<file path="src/rtl/tlr_pkg.sv">
// shared types and constants of the thick line rasterizer
`timescale 1ns / 1ps
package tlr_pkg;
   localparam int CW    = 12;          // coordinate width
   localparam int CIW   = CW + 2;      // inner coordinate, signed, may leave the grid
   localparam int EW    = CW + 3;      // main error term, signed
   localparam int IEW   = CW + 9;      // inner error term, signed
   localparam int LQW   = CW + 9;      // line length, unsigned q13.8
   localparam int HWW   = 9;           // half width
   localparam int BLW   = LQW + HWW - 1;
   localparam int BDW   = LQW + HWW;
   localparam int CMPW  = IEW + 14;
   localparam int SQW   = 2 * CW;
   localparam int RADW  = 2 * LQW;
   localparam int RCW   = $clog2(LQW + 1);
   localparam int FRACS = 13;          // scale of the cross-multiplied compares

   typedef enum logic [1:0] {
      PH_DONE = 2'd0,
      PH_MAIN = 2'd1,
      PH_XIN  = 2'd2,
      PH_YIN  = 2'd3
   } phase_type;

   typedef struct packed {
      logic          req_type;
      logic [CW-1:0] start_x;
      logic [CW-1:0] start_y;
      logic [CW-1:0] end_x;
      logic [CW-1:0] end_y;
      logic [7:0]    line_width;
      logic [15:0]   color;
   } req_payload_type;

   typedef struct packed {
      logic [CW-1:0] pixel_x;
      logic [CW-1:0] pixel_y;
      logic [15:0]   pixel_color;
      logic          pixel_valid;
      logic          line_done;
   } rsp_payload_type;

   typedef struct packed {
      logic take_req;
      logic square;
      logic sum;
      logic root_step;
      logic scale;
      logic step;
   } cmd_type;

   typedef struct packed {
      logic req_is_start;
      logic root_done;
   } status_type;
endpackage

</file>
<file path="src/rtl/tlr_ctrl.sv">
// sequencer for start and step items
`timescale 1ns / 1ps
module tlr_ctrl (
   input  logic                clock,
   input  logic                reset,
   input  logic                req_valid,
   output logic                req_stall,
   output logic                rsp_valid,
   input  logic                rsp_stall,
   input  tlr_pkg::status_type status,
   output tlr_pkg::cmd_type    cmd
);
   typedef enum logic [6:0] {
      S_IDLE   = 7'b0000001,
      S_SQUARE = 7'b0000010,
      S_SUM    = 7'b0000100,
      S_ROOT   = 7'b0001000,
      S_SCALE  = 7'b0010000,
      S_STEP   = 7'b0100000,
      S_OUT    = 7'b1000000
   } state_type;

   state_type state_ff, state_in;
   logic      accept;

   // a new item may enter in the cycle the pending result transfers
   assign req_stall = !((state_ff == S_IDLE) || ((state_ff == S_OUT) && !rsp_stall));
   assign accept    = req_valid && !req_stall;
   assign rsp_valid = (state_ff == S_OUT);

   always_comb begin
      cmd           = '0;
      cmd.take_req  = accept;
      cmd.square    = (state_ff == S_SQUARE);
      cmd.sum       = (state_ff == S_SUM);
      cmd.root_step = (state_ff == S_ROOT);
      cmd.scale     = (state_ff == S_SCALE);
      cmd.step      = (state_ff == S_STEP);
   end

   always_comb begin
      state_in = state_ff;
      unique case (state_ff)
         S_IDLE, S_OUT: begin
            if (accept) begin
               state_in = status.req_is_start ? S_SQUARE : S_STEP;
            end else if (state_ff == S_OUT && !rsp_stall) begin
               state_in = S_IDLE;
            end
         end
         S_SQUARE: state_in = S_SUM;
         S_SUM:    state_in = S_ROOT;
         S_ROOT: begin
            if (status.root_done) state_in = S_SCALE;
         end
         S_SCALE:  state_in = S_OUT;
         S_STEP:   state_in = S_OUT;
         default:  state_in = S_IDLE;
      endcase
   end

   always_ff @(posedge clock) begin
      if (reset) state_ff <= S_IDLE;
      else       state_ff <= state_in;
   end
endmodule

</file>
<file path="src/rtl/tlr_datapath.sv">
// line state, square root unit and per-pixel step logic
`timescale 1ns / 1ps
module tlr_datapath (
   input  logic                     clock,
   input  logic                     reset,
   input  tlr_pkg::req_payload_type req_payload,
   input  tlr_pkg::cmd_type         cmd,
   output tlr_pkg::status_type      status,
   output tlr_pkg::rsp_payload_type rsp_payload
);
   localparam int CW   = tlr_pkg::CW;
   localparam int CIW  = tlr_pkg::CIW;
   localparam int EW   = tlr_pkg::EW;
   localparam int IEW  = tlr_pkg::IEW;
   localparam int LQW  = tlr_pkg::LQW;
   localparam int HWW  = tlr_pkg::HWW;
   localparam int BLW  = tlr_pkg::BLW;
   localparam int BDW  = tlr_pkg::BDW;
   localparam int CMPW = tlr_pkg::CMPW;
   localparam int SQW  = tlr_pkg::SQW;
   localparam int RADW = tlr_pkg::RADW;
   localparam int RCW  = tlr_pkg::RCW;
   localparam int FR   = tlr_pkg::FRACS;

   tlr_pkg::req_payload_type req_ff;
   logic [CW-1:0]   cur_x_ff, cur_y_ff, target_x_ff, target_y_ff, delta_x_ff, delta_y_ff;
   logic [1:0]      step_signs_ff;
   logic signed [EW-1:0]  error_term_ff;
   logic signed [IEW-1:0] inner_error_ff;
   logic signed [CIW-1:0] inner_coord_ff;
   logic [LQW-1:0]  length_q_ff;
   logic [HWW-1:0]  half_width_ff;
   logic [15:0]     held_color_ff;
   tlr_pkg::phase_type phase_ff;
   logic [SQW-1:0]  sq_x_ff, sq_y_ff;
   logic            zero_len_ff;
   logic [RADW-1:0] rad_ff;
   logic [LQW:0]    rem_ff;
   logic [LQW-1:0]  root_ff;
   logic [RCW-1:0]  root_cnt_ff;
   logic [BLW-1:0]  band_lim_ff;
   logic [BDW-1:0]  bound_lim_ff;
   tlr_pkg::rsp_payload_type rsp_ff;

   // start item front end
   logic [CW-1:0] dx_new, dy_new;
   assign dx_new = (req_ff.end_x > req_ff.start_x) ? req_ff.end_x - req_ff.start_x
                                                   : req_ff.start_x - req_ff.end_x;
   assign dy_new = (req_ff.end_y > req_ff.start_y) ? req_ff.end_y - req_ff.start_y
                                                   : req_ff.start_y - req_ff.end_y;

   // one root bit per cycle
   logic [LQW+2:0] rem_try, root_try;
   logic           root_bit;
   assign rem_try  = {rem_ff, rad_ff[RADW-1 -: 2]};
   assign root_try = {1'b0, root_ff, 2'b01};
   assign root_bit = (rem_try >= root_try);

   assign status.req_is_start = !req_payload.req_type;
   assign status.root_done    = (root_cnt_ff == RCW'(LQW - 1));

   function automatic logic within_band(input logic signed [IEW-1:0] e,
                                        input logic [BLW-1:0] lim);
      logic [IEW:0] a;
      a = e[IEW-1] ? (IEW+1)'(-{e[IEW-1], e}) : {1'b0, e};
      return ({a, {FR{1'b0}}} <= CMPW'(lim));
   endfunction

   function automatic logic below_bound(input logic signed [IEW-1:0] e,
                                        input logic [BDW-1:0] lim);
      logic signed [CMPW-1:0] l, s;
      s = CMPW'($signed({e, {FR{1'b0}}}));
      l = $signed(CMPW'(lim));
      return (s < l);
   endfunction

   // step logic: one pixel test and the walk that follows it
   logic [CW-1:0]         n_cx, n_cy;
   logic signed [EW-1:0]  n_err;
   logic signed [IEW-1:0] n_ie;
   logic signed [CIW-1:0] n_ic;
   tlr_pkg::phase_type    n_phase;
   tlr_pkg::rsp_payload_type step_rsp;

   always_comb begin
      logic signed [IEW-1:0] dxi, dyi, emi;
      logic signed [EW:0]    dxe, dye;
      logic signed [CIW-1:0] px, py, txi, tyi;
      logic signed [EW-1:0]  em;
      logic [CW-1:0]         xm;
      logic                  hit, do_fx, do_yc, do_fy;
      dxi = $signed(IEW'(delta_x_ff));
      dyi = $signed(IEW'(delta_y_ff));
      dxe = $signed((EW+1)'(delta_x_ff));
      dye = $signed((EW+1)'(delta_y_ff));
      txi = $signed(CIW'(target_x_ff));
      tyi = $signed(CIW'(target_y_ff));
      n_cx = cur_x_ff; n_cy = cur_y_ff; n_err = error_term_ff;
      n_ie = inner_error_ff; n_ic = inner_coord_ff; n_phase = phase_ff;
      px = $signed(CIW'(cur_x_ff)); py = $signed(CIW'(cur_y_ff));
      hit = 1'b0; do_fx = 1'b0; do_yc = 1'b0; do_fy = 1'b0;
      em = error_term_ff; xm = cur_x_ff;
      unique case (phase_ff)
         tlr_pkg::PH_MAIN: begin
            hit = within_band(IEW'(error_term_ff) - dxi + dyi, band_lim_ff);
            if ($signed({error_term_ff, 1'b0}) >= -dxe) begin
               n_ie = IEW'(error_term_ff) + dyi;
               n_ic = $signed(CIW'(cur_y_ff));
               if (below_bound(n_ie, bound_lim_ff) &&
                   (tyi != n_ic || delta_x_ff > delta_y_ff)) begin
                  n_ic = step_signs_ff[1] ? n_ic - 2'sd1 : n_ic + 2'sd1;
                  n_phase = tlr_pkg::PH_XIN;
               end else begin
                  do_fx = 1'b1;
               end
            end else begin
               do_yc = 1'b1;
            end
         end
         tlr_pkg::PH_XIN: begin
            py  = inner_coord_ff;
            hit = within_band(inner_error_ff, band_lim_ff);
            n_ie = inner_error_ff + dxi;
            if (below_bound(n_ie, bound_lim_ff) &&
                (tyi != inner_coord_ff || delta_x_ff > delta_y_ff)) begin
               n_ic = step_signs_ff[1] ? inner_coord_ff - 2'sd1 : inner_coord_ff + 2'sd1;
            end else begin
               do_fx = 1'b1;
            end
         end
         tlr_pkg::PH_YIN: begin
            px  = inner_coord_ff;
            hit = within_band(inner_error_ff, band_lim_ff);
            n_ie = inner_error_ff + dyi;
            if (below_bound(n_ie, bound_lim_ff) &&
                (txi != inner_coord_ff || delta_x_ff < delta_y_ff)) begin
               n_ic = step_signs_ff[0] ? inner_coord_ff - 2'sd1 : inner_coord_ff + 2'sd1;
            end else begin
               do_fy = 1'b1;
            end
         end
         default: ;
      endcase
      if (do_fx) begin
         if (cur_x_ff == target_x_ff) begin
            n_phase = tlr_pkg::PH_DONE;
         end else begin
            em    = error_term_ff;
            n_err = error_term_ff - $signed(EW'(delta_y_ff));
            xm    = cur_x_ff;
            n_cx  = step_signs_ff[0] ? cur_x_ff - 1'b1 : cur_x_ff + 1'b1;
            do_yc = 1'b1;
         end
      end
      if (do_yc) begin
         if ($signed({em, 1'b0}) <= dye) begin
            emi  = IEW'(em);
            n_ie = dxi - emi;
            n_ic = $signed(CIW'(xm));
            if (below_bound(n_ie, bound_lim_ff) &&
                (txi != n_ic || delta_x_ff < delta_y_ff)) begin
               n_ic = step_signs_ff[0] ? n_ic - 2'sd1 : n_ic + 2'sd1;
               n_phase = tlr_pkg::PH_YIN;
            end else begin
               do_fy = 1'b1;
            end
         end else begin
            n_phase = tlr_pkg::PH_MAIN;
         end
      end
      if (do_fy) begin
         if (cur_y_ff == target_y_ff) begin
            n_phase = tlr_pkg::PH_DONE;
         end else begin
            n_err   = n_err + $signed(EW'(delta_x_ff));
            n_cy    = step_signs_ff[1] ? cur_y_ff - 1'b1 : cur_y_ff + 1'b1;
            n_phase = tlr_pkg::PH_MAIN;
         end
      end
      step_rsp = '0;
      // clip pixels that the inner walk put off the grid
      if (hit && px[CIW-1:CW] == 2'b00 && py[CIW-1:CW] == 2'b00) begin
         step_rsp.pixel_x     = px[CW-1:0];
         step_rsp.pixel_y     = py[CW-1:0];
         step_rsp.pixel_color = held_color_ff;
         step_rsp.pixel_valid = 1'b1;
      end
      step_rsp.line_done = (n_phase == tlr_pkg::PH_DONE);
   end

   always_ff @(posedge clock) begin
      if (cmd.take_req) req_ff <= req_payload;
      if (cmd.square) begin
         sq_x_ff     <= dx_new * dx_new;
         sq_y_ff     <= dy_new * dy_new;
         zero_len_ff <= (dx_new == '0) && (dy_new == '0);
      end
      if (cmd.sum) begin
         rad_ff      <= RADW'({(SQW+1)'(sq_x_ff) + (SQW+1)'(sq_y_ff), 16'b0});
         rem_ff      <= '0;
         root_ff     <= '0;
         root_cnt_ff <= '0;
      end
      if (cmd.root_step) begin
         rad_ff      <= {rad_ff[RADW-3:0], 2'b00};
         rem_ff      <= root_bit ? (LQW+1)'(rem_try - root_try) : rem_try[LQW:0];
         root_ff     <= {root_ff[LQW-2:0], root_bit};
         root_cnt_ff <= root_cnt_ff + 1'b1;
      end
      if (cmd.scale) begin
         band_lim_ff  <= length_q_ff * (half_width_ff - HWW'(16));
         bound_lim_ff <= length_q_ff * half_width_ff;
         rsp_ff       <= '0;
      end
      if (cmd.step) rsp_ff <= step_rsp;
   end

   // architectural line state
   always_ff @(posedge clock) begin
      if (reset) begin
         cur_x_ff <= '0; cur_y_ff <= '0; target_x_ff <= '0; target_y_ff <= '0;
         delta_x_ff <= '0; delta_y_ff <= '0; step_signs_ff <= '0;
         error_term_ff <= '0; inner_error_ff <= '0; inner_coord_ff <= '0;
         length_q_ff <= '0; half_width_ff <= '0; held_color_ff <= '0;
         phase_ff <= tlr_pkg::PH_DONE;
      end else begin
         if (cmd.square) begin
            cur_x_ff      <= req_ff.start_x;
            cur_y_ff      <= req_ff.start_y;
            target_x_ff   <= req_ff.end_x;
            target_y_ff   <= req_ff.end_y;
            delta_x_ff    <= dx_new;
            delta_y_ff    <= dy_new;
            step_signs_ff <= {!(req_ff.start_y < req_ff.end_y),
                              !(req_ff.start_x < req_ff.end_x)};
            error_term_ff <= $signed(EW'(dx_new)) - $signed(EW'(dy_new));
            half_width_ff <= HWW'(req_ff.line_width) + HWW'(16);
            held_color_ff <= req_ff.color;
            inner_error_ff <= '0;
            inner_coord_ff <= '0;
            phase_ff      <= tlr_pkg::PH_MAIN;
         end
         if (cmd.root_step && status.root_done) begin
            length_q_ff <= zero_len_ff ? LQW'(256) : {root_ff[LQW-2:0], root_bit};
         end
         if (cmd.step) begin
            cur_x_ff       <= n_cx;
            cur_y_ff       <= n_cy;
            error_term_ff  <= n_err;
            inner_error_ff <= n_ie;
            inner_coord_ff <= n_ic;
            phase_ff       <= n_phase;
         end
      end
   end

   assign rsp_payload = rsp_ff;
endmodule

</file>
<file path="src/rtl/thick_line_rasterizer_core.sv">
// thick line rasterizer top level
// start item: the request passes through square, sum, the root iterations, scale and
// output states before its result transfers
// step item: the request passes through the step and output states; one item at a time,
// a new item may enter in the cycle the previous result transfers
// the square root iterates one bit per cycle and sets the start latency
// synchronous reset returns to idle with the line in the done state
`timescale 1ns / 1ps
module thick_line_rasterizer_core (
   input  logic                     clock,
   input  logic                     reset,
   input  logic                     req_valid,
   output logic                     req_stall,
   input  tlr_pkg::req_payload_type req_payload,
   output logic                     rsp_valid,
   input  logic                     rsp_stall,
   output tlr_pkg::rsp_payload_type rsp_payload
);
   tlr_pkg::cmd_type    cmd;
   tlr_pkg::status_type status;

   tlr_ctrl u_ctrl (
      .clock     (clock),
      .reset     (reset),
      .req_valid (req_valid),
      .req_stall (req_stall),
      .rsp_valid (rsp_valid),
      .rsp_stall (rsp_stall),
      .status    (status),
      .cmd       (cmd)
   );

   tlr_datapath u_datapath (
      .clock       (clock),
      .reset       (reset),
      .req_payload (req_payload),
      .cmd         (cmd),
      .status      (status),
      .rsp_payload (rsp_payload)
   );
endmodule

</file>
<file path="config.mk">
export PLATFORM = sky130hd
export DESIGN_NAME = thick_line_rasterizer_core
export DESIGN_NICKNAME = d
export VERILOG_FILES = /design/src/rtl/tlr_pkg.sv /design/src/rtl/tlr_ctrl.sv /design/src/rtl/tlr_datapath.sv /design/src/rtl/thick_line_rasterizer_core.sv
export SDC_FILE = /design/constraint.sdc
export NUM_CORES = 2
export LEC_CHECK = 0
export BUFFER_PORTS_ARGS = -buffer_cell sky130_fd_sc_hd__buf_2
export CAP_MARGIN = 20
export CORE_MARGIN = 5
export CORE_UTILIZATION = 35
export DETAILED_ROUTE_END_ITERATION = 12
export GPL_TIMING_DRIVEN = 0
export PLACE_DENSITY = 0.61
export SETUP_SLACK_MARGIN = 0.15
export SLEW_MARGIN = 10
export SYNTH_ARGS = -nofsm -noshare
export SYNTH_HDL_FRONTEND = slang
export SYNTH_SLANG_ARGS = --single-unit
</file>
<file path="constraint.sdc">
create_clock -name clock -period 9.4 [get_ports clock]
set_input_delay 1.88 -clock clock [delete_from_list [all_inputs] [get_ports clock]]
set_output_delay 1.88 -clock clock [all_outputs]
set_load 0.02 [all_outputs]
</file>
After elaboration in Yosys (flattened, before gate mapping)
Index checks and enable logic that the tools add are counted.
- bits in registers: 475
- bits of input ports: 77
- logic and storage cells: 228
- add/subtract/negate cells: 31
- $mul: 4
- order comparisons: 15
- equal/unequal tests: 23
- mux-type cells: 86
- reduce and logical (&&, ||, !) cells: 33
- operators with widths (operator ; count):
    14-bit two-way mux ; 15
    21-bit two-way mux ; 8
    42-bit two-way mux ; 4
    12-bit two-way mux ; 12
    22-bit two-way mux ; 5
    15-bit two-way mux ; 6
    35-bit by 29-bit <= comparator with 1-bit output ; 2
    34-bit by 31-bit < comparator with 1-bit output ; 2
    21-bit by 13-bit adder with 21-bit output ; 3
    21-bit case mux with 3 select lines ; 1
    29-bit by 31-bit < comparator with 1-bit output ; 2
    12-bit by 12-bit multiplier with 24-bit output ; 2
    12-bit subtractor ; 4
    22-bit negation ; 2
    14-bit case mux with 3 select lines ; 1
    41-bit two-way mux ; 1
    12-bit greater-than comparator ; 3
    12-bit < comparator ; 3
    7-bit case mux with 5 select lines ; 1
    21-bit by 9-bit multiplier with 30-bit output ; 1
    21-bit by 29-bit multiplier with 29-bit output ; 1
    13-bit by 14-bit inequality test with 1-bit output ; 2
    12-bit by 1-bit adder with 13-bit output (second input constant) ; 2
    12-bit by 1-bit subtractor with 13-bit output (second input constant) ; 2
    other kinds (49) ; 107

Longest topological paths before layout
- depth in word-level cells: 14
- gate-level depth with buffers: 37
- gate-level depth less buffers: 36

Hierarchy
From an unflattened synthesis, not the netlist that was laid out.
- cell total of the unflattened synthesis: 5987
- area total of the unflattened synthesis: 53826.6 µm²
- by module, submodules not included (module ; times used ; cells an instance ; area an instance (µm²)):
    tlr_datapath ; 1 ; 5934 ; 53352.4
    tlr_ctrl ; 1 ; 53 ; 474.2

Least setup slack after synthesis
No wires, ideal clock.
- kind: register to register
- start: register u_datapath.req_ff[36] in the netlist's numbering
- end: register u_datapath.sq_x_ff[23] (data pin)
- setup time: 0.262 ns
- arrival time: 8.047 ns
- setup slack: 1.091 ns
- cell stages (with the launch flop): 35
- buffers on the path: 2
- clock period less this slack: 8.309 ns
- cells stage by stage: edfxtp_1 > inv_1 > ha_1 > inv_1 > fa_1 > a21o_1 > a21o_1 > a221oi_1 > o21ai_1 > and2_1 > clkbuf_1 > a211o_1 > a311oi_1 > nor2_1 > o21ai_1 > xor2_1 > buf_4 > nor2_1 > fa_1 > inv_1 > fa_1 > inv_1 > fa_1 > inv_1 > fa_1 > inv_1 > fa_1 > ha_1 > and4_1 > o31ai_1 > a21oi_1 > o31a_1 > o41ai_1 > o21ai_0 > xor2_1
- cells in the longest elaborated chain, start to end: 3
- RTL lines (element ; line ; source):
    start, declared ; tlr_datapath.sv:25 ; tlr_pkg::req_payload_type req_ff;
    start signal, assigned ; tlr_datapath.sv:192 ; if (cmd.take_req) req_ff <= req_payload;
    12-bit subtractor, or another cell as far along ; tlr_datapath.sv:48 ; : req_ff.start_x - req_ff.end_x;
    12-bit two-way mux * ; tlr_datapath.sv:47 ; assign dx_new = (req_ff.end_x > req_ff.start_x) ? req_ff.end_x - req_ff.start_x
    12-bit by 12-bit multiplier with 24-bit output * ; tlr_datapath.sv:194 ; sq_x_ff <= dx_new * dx_new;
    end signal, assigned ; tlr_datapath.sv:194 ;
    end, declared ; tlr_datapath.sv:35 ; logic [SQW-1:0] sq_x_ff, sq_y_ff;
Mark *: on every way between the ends. The rest lies on a longest branch, timed or not.
A chain may end at the register's enable or synchronous reset.

Worst setup path after layout
Ends and elaborated chain as after synthesis.

==> impl_results.md <==
* # nets final at 7578
* DRC at 0
* RSZ-0062 raised after global routing: yes
* Period utilization at 95.0%
* Post-Place Worst Slack at -0.743 ns
* Final Hold Viols at 0
* Row count at 145
* Worst path bufs/invs at 9
* Main flop type after synthesis: edfxtp_1
* Status: completed
* Post-layout minimum cycle time at 8.93 ns
* Hold WC Path Type: reg2reg
* DRT Pass-1 Iters at 5
* First-pass GRT wire length at 266 mm
* Slowest-stage cell, CP: fa_1
* Slack of the critical path at 0.472 ns
* Vias in the first global route at 45300
* Reg clk slew, reported paths at roughly 0.060 ns
* Synthesized netlist net count at 7362
* Root Buffer: clkbuf_16
* TritonCTS buffer count at 56
* Max incr delay on CP at 0.60 ns
* Final WL at 174 mm
* Routed Antenna Nets at 0
* Min-delay src: u_datapath.held_color_ff[3]
* Critical path origin: u_datapath.req_ff[36]
* Setup TNS at 0 ns
* H-tree Lvls at 2
* Num ports at 121
* Gr ovfl total at 0
* Critical path peak fanout at 10
* Largest family of logic cells by synthesized area: adder cells
* Crit. End Element: flip-flop
* Netlist cell types at 95
* Total number of vias at 45400
* CP required at 9.77 ns
* Gr usage total at 20.7%
* Final setup viols at 0
* Synth Area in Adders at between 30% and 40%
* Clk_lat worst skew at 0.68 ns
* Hold_buf cts at 0
* Multiplexer area fraction after synthesis at under 10%
* Final Total Pwr at approximately 22 mW
* Design Area, Final at 61100 um2
* Synth area leader: fa_1
* Syn. warnings at 0
* R2r startpoint: u_datapath.req_ff[36]
* Area contributors post-synth: fa_1 19%, edfxtp_1 16%, ha_1 14%, dfxtp_1 6.5%, inv_1 5.6%
* Worst Skew at approximately 0.044 ns
* Max Fclk at 112 MHz
* IR drop worst, VDD at 1.21 mV
* XOR/XNOR share of the synthesized area at 6.59%
* Syn Inst Count at approximately 6000
* Dpl hpwl at 142 mm
* Die X at 407 um
* Placed instance area at 58500 um2
* Layout area overhead at 10.8%
* Mean post-synth cell area at 8.97 um2
* Fill count at approximately 16000
* Largest net degree at the start of global routing at a little under 50
* Startpoint Class: flip-flop
* Synth Area in Simple Gates at 15.1%
* Initial antenna violation count at 5
* Power per cell area at 365 nW/um2
* CTS tree: done
* Max cap viols at 0
* Crit Path Category: reg2reg
* Initial Util at about a third
* Vias per Instance at 5.36
* EDFF count, synth at 292
* Final hold slack at 0.448 ns
* Total core area at 156000 um2
* Post-synth top area share at 19.3%
* Die ar. at 166000 um2
* Die H at a little over 400 um
* DR WL/cell at 20.6 um
* Async SR Flop Fraction at 0%
* Top cell family by delay on the critical path: adder cells
* Initial drt markers at approximately 3800
* Clock sinks at ~470
* RD Place Congestion at 0.962
* Fin. max-slew vios at 0
* Mapped cell area at between 50000 and 60000 um2
* Post-synthesis compound-gate area fraction at ~14%
* Seq cells post-synth at 471
* Relative slew slack at 24.6%
* CP Data Arrival Time at ~9.3 ns
* P_leak at 27.9 nW
* Share of cells above drive strength 1 at 6.38%
* Worst-Margin Slew at ~1.1 ns
* Number of port buffers at 119
* Worst-case clock buffer depth at 3
* Register area share after synthesis at 22.4%
report_power, final:
group / internal, mW / switching (mW)
registers: 3.17 / 0.0639
logic: 6.89 / 9.76
clock network: 1.44 / 0.977
total: 11.5 / 10.8
cells in the final DEF, fill, tap and decap left out, drive strengths merged, types with 82 or more instances in the layout:
cell type / instances
nor3: 118
xor2: 140
edfxtp: 292
a21oi: 416
dfxtp: 179
nand3: 82
a21o: 112
nor2: 520
ha: 611
clkbuf: 287
inv: 828
fa: 531
o21ai: 231
nand2: 506
buf: 200
xnor2: 274
nor2b: 90
and2: 178
Yosys cell counts (24+ instances only):
| cell | instances |
|---|---|
| inv_1 | 819 |
| ha_1 | 611 |
| fa_1 | 531 |
| nor2_1 | 519 |
| nand2_1 | 506 |
| a21oi_1 | 413 |
| edfxtp_1 | 292 |
| xnor2_1 | 273 |
| o21ai_0 | 222 |
| clkbuf_1 | 220 |
| dfxtp_1 | 179 |
| and2_1 | 177 |
| xor2_1 | 140 |
| nor3_1 | 118 |
| a21o_1 | 112 |
| nor2b_1 | 90 |
| nand3_1 | 82 |
| mux2i_1 | 77 |
| a211oi_1 | 61 |
| nand2b_1 | 49 |
| nor4_1 | 42 |
| nand4_1 | 41 |
| and3_1 | 39 |
| a31oi_1 | 35 |
| o21bai_1 | 34 |
| o21a_1 | 32 |
| o211ai_1 | 29 |
| or2_2 | 27 |
| or3_1 | 26 |
| a221oi_1 | 25 |
| o31ai_1 | 25 |
| a21boi_0 | 24 |
final timing paths:
kind                            slack [ns]                     endpoint  depth (start not counted)
worst min register to register        0.45  u_datapath.held_color_ff[3]                          2
worst min-delay path                  0.45  u_datapath.held_color_ff[3]                          2
worst max register to register        0.47       u_datapath.sq_x_ff[23]                         34
worst max-delay path                  0.47       u_datapath.sq_x_ff[23]                         34
flip-flops by register name, summed over array words and instances, names as in the netlist, 5 cells and up:
| register | flops |
|---|---|
| u_datapath.error_term_ff | 15 |
| u_datapath.bound_lim_ff | 30 |
| u_datapath.held_color_ff | 16 |
| u_datapath.root_ff | 21 |
| u_datapath.cur_y_ff | 12 |
| u_datapath.sq_x_ff | 23 |
| u_datapath.delta_y_ff | 12 |
| u_datapath.target_y_ff | 12 |
| u_datapath.inner_error_ff | 21 |
| u_datapath.length_q_ff | 21 |
| u_datapath.half_width_ff | 9 |
| u_datapath.rem_ff | 22 |
| u_datapath.root_cnt_ff | 5 |
| u_ctrl.state_ff | 7 |
| u_datapath.rsp_payload | 42 |
| u_datapath.req_ff | 72 |
| u_datapath.target_x_ff | 12 |
| u_datapath.sq_y_ff | 23 |
| u_datapath.cur_x_ff | 12 |
| u_datapath.band_lim_ff | 27 |
| u_datapath.delta_x_ff | 12 |
| u_datapath.rad_ff | 26 |
| u_datapath.inner_coord_ff | 14 |
tightest hold or removal path, cell delays in order, from the launching register on:
cell,delay [ns]
dfxtp_1,0.30
nand2_1,0.05
a21oi_1,0.05
metal layers:
metal  GRT usage, %  routed length, um
met3           3.15              12900
met4           7.56               7020
met1           28.6              76500
met2           32.9              77900
met5              0                  0
layout make-up:
| type | count | area, um2 | share of cell area, % |
|---|---|---|---|
| well taps | 2058 | 2570 | 4.22 |
| flip-flops and latches | 471 | 12400 | 20.2 |
| repair buffers | 158 | 953 | 1.56 |
| clock inverters | 36 | 484 | 0.793 |
| diodes | 3 | 7.51 | 0.0123 |
| multi-input cells | 4589 | 39000 | 63.8 |
| clock buffers | 69 | 1550 | 2.54 |
| plain buffers | 261 | 1090 | 1.78 |
| inverters | 822 | 3090 | 5.07 |
kinds of logic (layout without fill, tap and decap cells):
group,count (synthesis),after routing
fa+ha+maj,1142,1142
xor+xnor,414,414
buf+inv,1083,1346
flops,471,471
simple gates,1769,1769
other cells,0,3
mux,86,86
compound gates,1178,1178
through the flow:
stage	util (%)	instances
floorplan	-	6143
global placement	37.3	8320
detailed placement	37.4	8334
CTS	38.8	8445
global route	39.0	8465
finish	39.0	8467
repair_timing:
item,4_1_cts,5_1_grt
pin swaps,2,9
endpoints found under the setup margin,15,17
gates resized for setup,35,61
setup buffers,6,18
(Power assumes the default switching activity.)
